[config.mk]
export PLATFORM = sky130hd
export DESIGN_NAME = fcull_lane
export DESIGN_NICKNAME = d
export VERILOG_FILES = /design/src/sv/fcull_pkg.sv /design/src/sv/fcull_lane.sv
export SDC_FILE = /design/constraint.sdc
export NUM_CORES = 2
export LEC_CHECK = 0
export ABC_AREA = 1
export BUFFER_PORTS_ARGS = -buffer_cell sky130_fd_sc_hd__buf_2
export CAP_MARGIN = 0
export CORE_UTILIZATION = 50
export DETAILED_ROUTE_END_ITERATION = 7
export GPL_TIMING_DRIVEN = 0
export PLACE_DENSITY = 0.68
export SLEW_MARGIN = 20
export SYNTH_ARGS = -nofsm -noshare
export SYNTH_HDL_FRONTEND = slang
export SYNTH_SLANG_ARGS = --single-unit
[constraint.sdc]
create_clock -name vclk -period 40.6
set_input_delay 8.12 -clock vclk [all_inputs]
set_output_delay 8.12 -clock vclk [all_outputs]
set_load 0.01 [all_outputs]
[src/sv/fcull_pkg.sv]
// Shared types and constants for the frustum cull test block.
// Used by fcull_cfg, fcull_lane and frustum_cull_test_top; depends on nothing else.
`timescale 1ns / 1ps
`default_nettype none

package fcull_pkg;

    // Number of plane slots held in the configuration registers.
    localparam int NUM_PLANES = 4;
    // Largest plane count that is honored; larger counts act as this value.
    localparam int MAX_PLANES = 4;

    // Field widths.
    localparam int COORD_W     = 16;
    localparam int RADIUS_W    = 15;
    localparam int FRAC_W      = 14;
    localparam int PROD_W      = 2 * COORD_W;
    localparam int DIST_W      = PROD_W + 4;
    localparam int PLANE_CNT_W = 3;
    localparam int CFG_IDX_W   = 3;
    localparam int CFG_DATA_W  = 64;

    // Configuration register indexes.
    localparam logic [CFG_IDX_W-1:0] REG_PLANE_COUNT = CFG_IDX_W'(0);
    localparam logic [CFG_IDX_W-1:0] REG_PLANE_0     = CFG_IDX_W'(1);

    // Item kinds.
    localparam logic KIND_BOX    = 1'b0;
    localparam logic KIND_SPHERE = 1'b1;

    // One plane as packed in its register: offset on top, normal below.
    typedef struct packed {
        logic signed [COORD_W-1:0] d;
        logic signed [COORD_W-1:0] nz;
        logic signed [COORD_W-1:0] ny;
        logic signed [COORD_W-1:0] nx;
    } t_plane;

    // One test item.
    typedef struct packed {
        logic                      kind;
        logic signed [COORD_W-1:0] min_x;
        logic signed [COORD_W-1:0] min_y;
        logic signed [COORD_W-1:0] min_z;
        logic signed [COORD_W-1:0] max_x;
        logic signed [COORD_W-1:0] max_y;
        logic signed [COORD_W-1:0] max_z;
        logic signed [COORD_W-1:0] center_x;
        logic signed [COORD_W-1:0] center_y;
        logic signed [COORD_W-1:0] center_z;
        logic        [RADIUS_W-1:0] radius;
    } t_item;

endpackage

`default_nettype wire

[src/sv/fcull_lane.sv]
// One plane lane: corner selection, products, the signed distance sum and
// the outside compare, all combinational. Depends on fcull_pkg.
`timescale 1ns / 1ps
`default_nettype none

module fcull_lane (
    input  wire fcull_pkg::t_item  i_item,
    input  wire fcull_pkg::t_plane i_plane,
    output      logic              o_hit
);

    logic signed [fcull_pkg::COORD_W-1:0]  sel_x, sel_y, sel_z;
    logic signed [fcull_pkg::PROD_W-1:0]   prod_x, prod_y, prod_z;
    logic signed [fcull_pkg::DIST_W-1:0]   d_term, r_term, plane_sum, sphere_sum;

    // Sphere uses the center; a box takes min where the normal is negative.
    always_comb begin
        if (i_item.kind == fcull_pkg::KIND_SPHERE) begin
            sel_x = i_item.center_x;
            sel_y = i_item.center_y;
            sel_z = i_item.center_z;
        end else begin
            sel_x = i_plane.nx[fcull_pkg::COORD_W-1] ? i_item.min_x : i_item.max_x;
            sel_y = i_plane.ny[fcull_pkg::COORD_W-1] ? i_item.min_y : i_item.max_y;
            sel_z = i_plane.nz[fcull_pkg::COORD_W-1] ? i_item.min_z : i_item.max_z;
        end
        prod_x = sel_x * i_plane.nx;
        prod_y = sel_y * i_plane.ny;
        prod_z = sel_z * i_plane.nz;
    end

    // Distance in units of one fraction step, then the per-kind compare.
    always_comb begin
        d_term = {{(fcull_pkg::DIST_W - fcull_pkg::COORD_W - fcull_pkg::FRAC_W)
                   {i_plane.d[fcull_pkg::COORD_W-1]}},
                  i_plane.d, {fcull_pkg::FRAC_W{1'b0}}};
        r_term = {{(fcull_pkg::DIST_W - fcull_pkg::RADIUS_W - fcull_pkg::FRAC_W){1'b0}},
                  i_item.radius, {fcull_pkg::FRAC_W{1'b0}}};
        plane_sum = fcull_pkg::DIST_W'(prod_x) + fcull_pkg::DIST_W'(prod_y)
                  + fcull_pkg::DIST_W'(prod_z) + d_term;
        sphere_sum = plane_sum + r_term;
        if (i_item.kind == fcull_pkg::KIND_SPHERE) begin
            o_hit = sphere_sum[fcull_pkg::DIST_W-1];
        end else begin
            o_hit = plane_sum[fcull_pkg::DIST_W-1] || (plane_sum == '0);
        end
    end

endmodule

`default_nettype wire

==> out/summary.log <==
qor: run_status.run_status finished, final reports clean
qor: logic_synthesis.synth.distinct_cells 36
qor: floorplan.placementRows 92
qor: global_route.antenna_found_initial 1
qor: critical_path.crit_type in -> out
qor: timing.final_worst_path_period_share 0.658
qor: logic_synthesis.postSynthAreaPerCell 8.47 sq um
qor: layout.finalNetCount 5456
qor: placed_design.port_buffers 221
qor: drt.routed_via_density 5.11
qor: drt.drtAntennaViolNets 0
qor: timing.finalSetupViolations 0
qor: logic_synthesis.synth_warnings 0
qor: critical_path.timing.critical_path.from_type input pin
qor: layout.layout_common_cells 1139 x sky130_fd_sc_hd__inv_1, 967 x sky130_fd_sc_hd__fa_1, 622 x sky130_fd_sc_hd__nand2_1
qor: layout.numSequentialCells 0
qor: layout.sequential_cell_area 0 sq um
qor: global_route.grt_overflow_total 0
qor: timing.period_minus_slack 26.73 ns
qor: layout.clock_buffer_count 0
qor: floorplan.die-height 257 um
qor: clocking.cts_resized 0
qor: logic_synthesis.synthCells 3829
qor: placed_design.place.detailed.hpwl 90.1 mm
qor: critical_path.critPathArrivalTime 18.61 ns
qor: layout.multi_input_area 27800 sq um
qor: critical_path.critical_path.max_stage_delay 0.66 ns
qor: drt.via_count 25004
qor: layout.utilization 0.545
qor: timing.fin_hold_ws 16.64 ns
qor: logic_synthesis.synth_fp_nets 5232
qor: timing.finalMaxSlewViolations 0
qor: drt.detail_route.wirelength 96.3 mm
qor: critical_path.critical_path_depth 40
qor: floorplan.floorplan.initialDensity 0.510
qor: critical_path.cpLargestDelayFamily adder cells
qor: floorplan.core_area 63500 sq um
qor: clocking.cts.repair_timing.setup_buffer_count 0
qor: layout.diodes_inserted 0
qor: timing.final-hold-violation-count 0
qor: critical_path.worstPathMaxFanout 10
qor: drt.drt_pass1_iterations 5
qor: job.cap_violations 0
qor: drt.drc_violation_count_after_routing 0
qor: floorplan.ios 225
qor: logic_synthesis.synth_sequential_area_ratio 0
qor: timing.postLayoutSetupSlackWorst 13.87 ns
qor: global_route.grt_start_max_net_pins 15
qor: drt.drtIter0Drc 1602
qor: layout.final_common_cell sky130_fd_sc_hd__inv_1
qor: floorplan.floorplan_die_width 257 um
qor: layout.num-fill-cells 6025
qor: layout.areaGrowthSynthToFinish 6.74%
qor: timing.grt_setup_unrepaired false
qor: critical_path.cp_num_buf_inv 11
qor: critical_path.critPathRequiredTime 32.48 ns
qor: placed_design.gpl.final_weighted_congestion 0.968
qor: timing.slew_headroom 0.192
qor: timing.setup_tns 0 ns
qor: timing.worst_slew_pin_slew 1.21 ns
qor: hold_path.hold_path.class in -> out
qor: layout.layout-drive-gt1-share 0.0590
qor: clocking.ctsHoldBuffers 0
qor: critical_path.crit_path_top_delay_cell sky130_fd_sc_hd__o21ai_1
qor: logic_synthesis.mappedNetlistArea 32400 sq um
qor: global_route.grt_use_total 0.304
qor: logic_synthesis.yosys.area.top_type sky130_fd_sc_hd__fa_1
qor: timing.max_freq 37.4 MHz
qor: hold_path.hold_depth 4
qor: critical_path.worstSetupEndpointType primary output
qor: placed_design.dpl_worst_slack 13.96 ns
qor: logic_synthesis.synthDominantCellAreaShare 0.597
qor: global_route.grt_pass1_wl 151 mm
qor: global_route.number_of_global_route_vias_before_repair 26096
qor: floorplan.dieArea 65900 sq um
qor: logic_synthesis.synth_area_leaders sky130_fd_sc_hd__fa_1 60%, sky130_fd_sc_hd__inv_1 13%, sky130_fd_sc_hd__ha_1 8.2%
qor: drt.routedWlPerCell 19.7 um
-- kinds of logic after synthesis --
kind of cell	synth area share
buffers and inverters	0.144
AND/OR/NAND/NOR	0.154
XOR/XNOR	0.00540
adder cells (fa/ha/maj)	0.679
AO/OA/AOI/OAI	0.0176
-- per-layer routing --
metal,up-vias,track usage,share of wire
met5,-,0,0.00013
met4,2,0.0741,0.031
met3,145,0.0635,0.099
met2,1015,0.486,0.46
met1,12683,0.426,0.41
li1,11159,-,-
-- path summary, 6_finish.rpt --
| kind | slack, ns | endpoint | start |
|---|---|---|---|
| min | 16.64 | o_hit | i_item[159] |
| max | 13.87 | o_hit | i_plane[47] |
-- layout make-up --
class	count	share of cell area
multi-input cells	2585	0.802
plain buffers	90	0.0100
well taps	846	0.0306
inverters	1154	0.125
repair buffers	222	0.0322
-- cells in the mapped netlist, types with 2 or more instances --
cell,instances
sky130_fd_sc_hd__fa_1,967
sky130_fd_sc_hd__nor4_1,5
sky130_fd_sc_hd__a21boi_0,2
sky130_fd_sc_hd__clkinv_1,14
sky130_fd_sc_hd__nor3_2,2
sky130_fd_sc_hd__nand2_2,2
sky130_fd_sc_hd__a21o_1,2
sky130_fd_sc_hd__inv_1,1139
sky130_fd_sc_hd__xnor2_1,7
sky130_fd_sc_hd__o21bai_1,3
sky130_fd_sc_hd__and2_1,2
sky130_fd_sc_hd__a21oi_1,33
sky130_fd_sc_hd__nor2_1,541
sky130_fd_sc_hd__xor2_1,13
sky130_fd_sc_hd__a21oi_2,2
sky130_fd_sc_hd__o211ai_1,3
sky130_fd_sc_hd__nand3b_1,2
sky130_fd_sc_hd__o21ai_0,35
sky130_fd_sc_hd__nand4_1,9
sky130_fd_sc_hd__buf_1,4
sky130_fd_sc_hd__nand3_1,85
sky130_fd_sc_hd__nand2_1,622
sky130_fd_sc_hd__nor3_1,4
sky130_fd_sc_hd__ha_1,212
sky130_fd_sc_hd__clkbuf_1,84
sky130_fd_sc_hd__o21ai_1,25
-- through the flow --
step | instances | cell area [sq um]
2_1_floorplan | 3829 | 32400
3_3_place_gp | 4896 | 34600
3_5_place_dp | 4897 | 34600
4_1_cts | 4897 | 34600
5_1_grt | 4897 | 34600
6_report | 4897 | 34600
Power is not shown: default switching activity piles up to over one toggle a cycle in this logic, so the estimate is an artifact.
