### config.mk
export PLATFORM = sky130hd
export DESIGN_NAME = fcull_cfg
export DESIGN_NICKNAME = d
export VERILOG_FILES = /design/src/sv/fcull_pkg.sv /design/src/sv/fcull_cfg.sv
export SDC_FILE = /design/constraint.sdc
export NUM_CORES = 1
export LEC_CHECK = 0
export BUFFER_PORTS_ARGS = -buffer_cell sky130_fd_sc_hd__buf_4
export CORE_UTILIZATION = 49
export CTS_BUF_LIST = sky130_fd_sc_hd__clkbuf_4
export DETAILED_ROUTE_END_ITERATION = 7
export GPL_ROUTABILITY_DRIVEN = 1
export GPL_TIMING_DRIVEN = 0
export PLACE_DENSITY = 0.86
export SETUP_SLACK_MARGIN = 0.4
export SYNTH_ARGS = -nofsm -noshare
export SYNTH_HDL_FRONTEND = slang
export SYNTH_SLANG_ARGS = --single-unit
### constraint.sdc
create_clock -name i_clk -period 15.8 [get_ports i_clk]
set_input_delay 3.16 -clock i_clk [delete_from_list [all_inputs] [get_ports i_clk]]
set_output_delay 3.16 -clock i_clk [all_outputs]
set_load 0.02 [all_outputs]
### src/sv/fcull_pkg.sv
// Shared types and constants for the frustum cull test block.
// Used by fcull_cfg, fcull_lane and frustum_cull_test_top; depends on nothing else.
`timescale 1ns / 1ps
`default_nettype none

package fcull_pkg;

    // Number of plane slots held in the configuration registers.
    localparam int NUM_PLANES = 4;
    // Largest plane count that is honored; larger counts act as this value.
    localparam int MAX_PLANES = 4;

    // Field widths.
    localparam int COORD_W     = 16;
    localparam int RADIUS_W    = 15;
    localparam int FRAC_W      = 14;
    localparam int PROD_W      = 2 * COORD_W;
    localparam int DIST_W      = PROD_W + 4;
    localparam int PLANE_CNT_W = 3;
    localparam int CFG_IDX_W   = 3;
    localparam int CFG_DATA_W  = 64;

    // Configuration register indexes.
    localparam logic [CFG_IDX_W-1:0] REG_PLANE_COUNT = CFG_IDX_W'(0);
    localparam logic [CFG_IDX_W-1:0] REG_PLANE_0     = CFG_IDX_W'(1);

    // Item kinds.
    localparam logic KIND_BOX    = 1'b0;
    localparam logic KIND_SPHERE = 1'b1;

    // One plane as packed in its register: offset on top, normal below.
    typedef struct packed {
        logic signed [COORD_W-1:0] d;
        logic signed [COORD_W-1:0] nz;
        logic signed [COORD_W-1:0] ny;
        logic signed [COORD_W-1:0] nx;
    } t_plane;

    // One test item.
    typedef struct packed {
        logic                      kind;
        logic signed [COORD_W-1:0] min_x;
        logic signed [COORD_W-1:0] min_y;
        logic signed [COORD_W-1:0] min_z;
        logic signed [COORD_W-1:0] max_x;
        logic signed [COORD_W-1:0] max_y;
        logic signed [COORD_W-1:0] max_z;
        logic signed [COORD_W-1:0] center_x;
        logic signed [COORD_W-1:0] center_y;
        logic signed [COORD_W-1:0] center_z;
        logic        [RADIUS_W-1:0] radius;
    } t_item;

endpackage

`default_nettype wire

### src/sv/fcull_cfg.sv
// Configuration register file: plane count and the packed plane registers.
// Depends on fcull_pkg.
`timescale 1ns / 1ps
`default_nettype none

module fcull_cfg (
    input  wire logic                                 i_clk,
    input  wire logic                                 i_rst_n,
    input  wire logic                                 i_cfg_valid,
    input  wire logic [fcull_pkg::CFG_IDX_W-1:0]      i_cfg_index,
    input  wire logic [fcull_pkg::CFG_DATA_W-1:0]     i_cfg_data,
    output      logic                                 o_cfg_ready,
    output      logic [fcull_pkg::PLANE_CNT_W-1:0]    o_count,
    output      fcull_pkg::t_plane                    o_planes [fcull_pkg::NUM_PLANES]
);

    logic [fcull_pkg::PLANE_CNT_W-1:0] r_count;
    fcull_pkg::t_plane                 r_planes [fcull_pkg::NUM_PLANES];

    // Registers take a write in any cycle.
    assign o_cfg_ready = 1'b1;

    // Plane count register; writes to indexes beyond the list are dropped.
    always_ff @(posedge i_clk) begin
        if (!i_rst_n) begin
            r_count <= '0;
        end else if (i_cfg_valid && (i_cfg_index == fcull_pkg::REG_PLANE_COUNT)) begin
            r_count <= i_cfg_data[fcull_pkg::PLANE_CNT_W-1:0];
        end
    end

    // Plane registers, one decode per slot.
    for (genvar p = 0; p < fcull_pkg::NUM_PLANES; p++) begin : g_plane
        always_ff @(posedge i_clk) begin
            if (!i_rst_n) begin
                r_planes[p] <= '0;
            end else if (i_cfg_valid &&
                         (i_cfg_index == fcull_pkg::CFG_IDX_W'(fcull_pkg::REG_PLANE_0 + p))) begin
                r_planes[p] <= i_cfg_data;
            end
        end
        assign o_planes[p] = r_planes[p];
    end

    assign o_count = r_count;

endmodule

`default_nettype wire

==> metrics.log <==
INFO  metric flow.area_growth_from_synthesis = 35.4%
INFO  metric via_count_of_the_first_global_routing_pass = 7596
INFO  metric cts_buf_count = 67
INFO  metric most-common-layout-cells = sky130_fd_sc_hd__buf_4 (338), sky130_fd_sc_hd__edfxtp_1 (256), sky130_fd_sc_hd__nor3_2 (229)
INFO  metric vias_per_cell = 5.31
INFO  metric chipHeight = 152 um
INFO  metric numPortBuffers = 328
INFO  metric clk_path_buf_depth = 3
INFO  metric die_area = 0.0231 mm2
INFO  metric detailedRoute.firstPassIterationCount = 8
INFO  metric post-cts-setup-buffers = 0
INFO  metric finalClockSkew = 0 ps
INFO  metric clk_root_buffer_cell = sky130_fd_sc_hd__clkbuf_4
INFO  metric critPathCaptureType = flip-flop
INFO  metric cts_hold_repair.buffers = 0
INFO  metric drt_wl_total = 30100 um
INFO  metric hold-worst-slack = 478 ps
INFO  metric cts_max_level = 3
INFO  metric design.portCount = 330
INFO  metric path_cells = buf_4, nand2b_1, buf_2, o21ai_4, buf_12, buf_12
INFO  metric slowest_delay = 660 ps
INFO  metric max_cap_viol_count = 0
INFO  metric place.detailed.hpwl = 20600 um
INFO  metric tritoncts = built
INFO  metric layout_setup_ws = 11210 ps
INFO  metric outcome = complete, but fails checks
INFO  metric globalplace.congestion = 0.806
INFO  metric synth_nets = 728
INFO  metric seq_area_frac_synth = 70.2%
INFO  metric worst_path_dominant_cell_family = buffers and inverters
INFO  metric critPathKind = in -> reg
INFO  metric fmaxAchievable = 0.218 GHz
INFO  metric detailroute.via_count = 7329
INFO  metric maxSlewViolCount = 0
INFO  metric peakVddDrop = 57.7 uV
INFO  metric cp.arrival = 4890 ps
INFO  metric syn-mean-instance-area = 16.8 um2
INFO  metric final.period_utilization = 29.0%
INFO  metric yosysWarnings = 0
INFO  metric final_layout_setup_total_negative_slack = 0 ps
INFO  metric die_w = 152 um
INFO  metric rsz0062_at_grt = no
INFO  metric placement.setup.worst_slack = 10560 ps
INFO  metric cellPowerDensity = 111 mW/mm2
INFO  metric wl_per_cell = 21.8 um
INFO  metric core_rows = 54
INFO  metric p_leak = 5.69 nW
INFO  metric layout_min_cycle_time = 4590 ps
INFO  metric drc_errors = 52
INFO  metric critPathMaxFanout = 25
INFO  metric cell_variety_after_synth = 19
INFO  metric slowest_stage = sky130_fd_sc_hd__o21ai_4
INFO  metric measured_slew_at_the_worst_slew_check_pin = 836 ps
INFO  metric ant_nets = 0
INFO  metric slew_headroom = 44.1%
INFO  metric number_of_antenna_violations_at_the_first_check_in_global_routing = 1
INFO  metric core_area = 0.0220 mm2
INFO  metric worst-path-buf-inv = 4
INFO  metric synth.cell_area = 0.0110 mm2
INFO  metric layout.cells.most_common = sky130_fd_sc_hd__buf_4
INFO  metric nets = 1133
INFO  metric grt_util_all_layers = 26.2%
INFO  metric grt_pass1_wl = 45300 um
INFO  metric cp.required = 16100 ps
INFO  metric hold_violations = 0
INFO  metric grt_overflow_total = 0
INFO  metric hold_class = reg -> reg
INFO  metric layout.core_utilization = 68.1%
INFO  metric setup-violations-final = 0
INFO  metric clock_transition_time_at_the_flip_flop_clock_pins_of_the_worst_setup_and_hold_paths = 70 ps
INFO  metric first_iter_violations = 467
INFO  metric failing_checks = design-rule violations
INFO  metric cts_sinks = 259
INFO  metric drive_gt1_share = 65.8%
INFO  metric ys_ff_latch = 259
INFO  metric critical_path_start_type = primary input
INFO  metric syn-instance-count = 658
INFO  metric initial_core_util = 50.3%
INFO  metric postCtsResizedCells = 0
INFO  metric cp_common_cell = sky130_fd_sc_hd__buf_12
INFO  metric grt_start_max_net_pins = 41
INFO  metric insertion_delay_of_the_later_clocked_pin_in_the_worst_skew_pair = 640 ps
[logic make-up after synthesis]
family / count (synthesis) / synth area share (%)
AND/OR/NAND/NOR: 270 / 22.9
flip-flops: 259 / 70.2
buffers and inverters: 122 / 6.46
AO/OA/AOI/OAI: 3 / 0.136
other: 1 / 0.0340
multiplexers: 3 / 0.272
[Yosys cell counts]
| cell type | number | area, um2 |
|---|---|---|
| sky130_fd_sc_hd__buf_4 | 10 | 75.1 |
| sky130_fd_sc_hd__buf_2 | 18 | 90.1 |
| sky130_fd_sc_hd__nor4b_4 | 1 | 23.8 |
| sky130_fd_sc_hd__buf_1 | 1 | 3.75 |
| sky130_fd_sc_hd__nand3b_4 | 1 | 20.0 |
| sky130_fd_sc_hd__dfxtp_1 | 3 | 60.1 |
| sky130_fd_sc_hd__conb_1 | 1 | 3.75 |
| sky130_fd_sc_hd__nand2b_1 | 3 | 18.8 |
| sky130_fd_sc_hd__edfxtp_1 | 256 | 7690 |
| sky130_fd_sc_hd__clkbuf_1 | 2 | 7.51 |
| sky130_fd_sc_hd__nor3_2 | 229 | 2290 |
| sky130_fd_sc_hd__mux2i_1 | 3 | 30.0 |
| sky130_fd_sc_hd__o21ai_0 | 3 | 15.0 |
| sky130_fd_sc_hd__buf_6 | 26 | 293 |
| sky130_fd_sc_hd__nor3_1 | 27 | 135 |
| sky130_fd_sc_hd__nand2_1 | 8 | 30.0 |
| sky130_fd_sc_hd__inv_1 | 64 | 240 |
| sky130_fd_sc_hd__nand4bb_1 | 1 | 11.3 |
| sky130_fd_sc_hd__inv_2 | 1 | 3.75 |
[worst paths after layout]
check	from	endpoint	slack (ps)	depth (start not counted)
hold reg to reg	o_count[1]	o_count[1]	480	2
hold / removal	o_count[1]	o_count[1]	480	2
setup reg to reg	o_count[0]	o_count[0]	15170	2
setup / recovery	i_cfg_index[1]	r_planes[0][63]	11210	6
[registers in the layout, indices dropped and copies added (netlist names)]
register / cells
o_count: 3
r_planes: 256
[where the power goes]
group | internal, mW | leakage, nW | switching (mW) | total [mW]
clock | 0.345 | 0.504 | 0.267 | 0.613
sequential | 0.800 | 2.50 | 0.0146 | 0.815
combinational | 0.0844 | 2.69 | 0.154 | 0.238
total | 1.23 | 5.69 | 0.436 | 1.67
[metrics by stage]
step / power [mW] / instances / instance area, um2
after floorplan: 0.952 / 658 / 11000
after global placement: 1.06 / 1266 / 13900
after detailed placement: 1.07 / 1274 / 14100
after CTS: 1.67 / 1378 / 14900
after global routing: 1.72 / 1379 / 14900
final: 1.67 / 1379 / 14900
[routing by layer]
metal / up-vias / part of all wire, % / global-route usage, %
li1: 3250 / - / -
met2: 430 / 50 / 43.8
met1: 3595 / 38 / 32.1
met5: - / 0 / 0
met3: 54 / 9.8 / 8.50
met4: 0 / 2.2 / 8.84
[tightest hold or removal path: stages, from the launching register on]
cell	delay, ps
sky130_fd_sc_hd__dfxtp_1	320
sky130_fd_sc_hd__nand2_1	60
sky130_fd_sc_hd__mux2i_1	50
[layout make-up]
cell class	count	area, um2
sequential	259	7750
buffer	57	469
clock inverter	13	181
tap	280	350
timing repair buffer	336	2650
antenna	1	2.50
multi-input combinational	277	2620
inverter	65	244
fill	1526	7010
clock buffer	91	683
(Power assumes the default switching activity.)
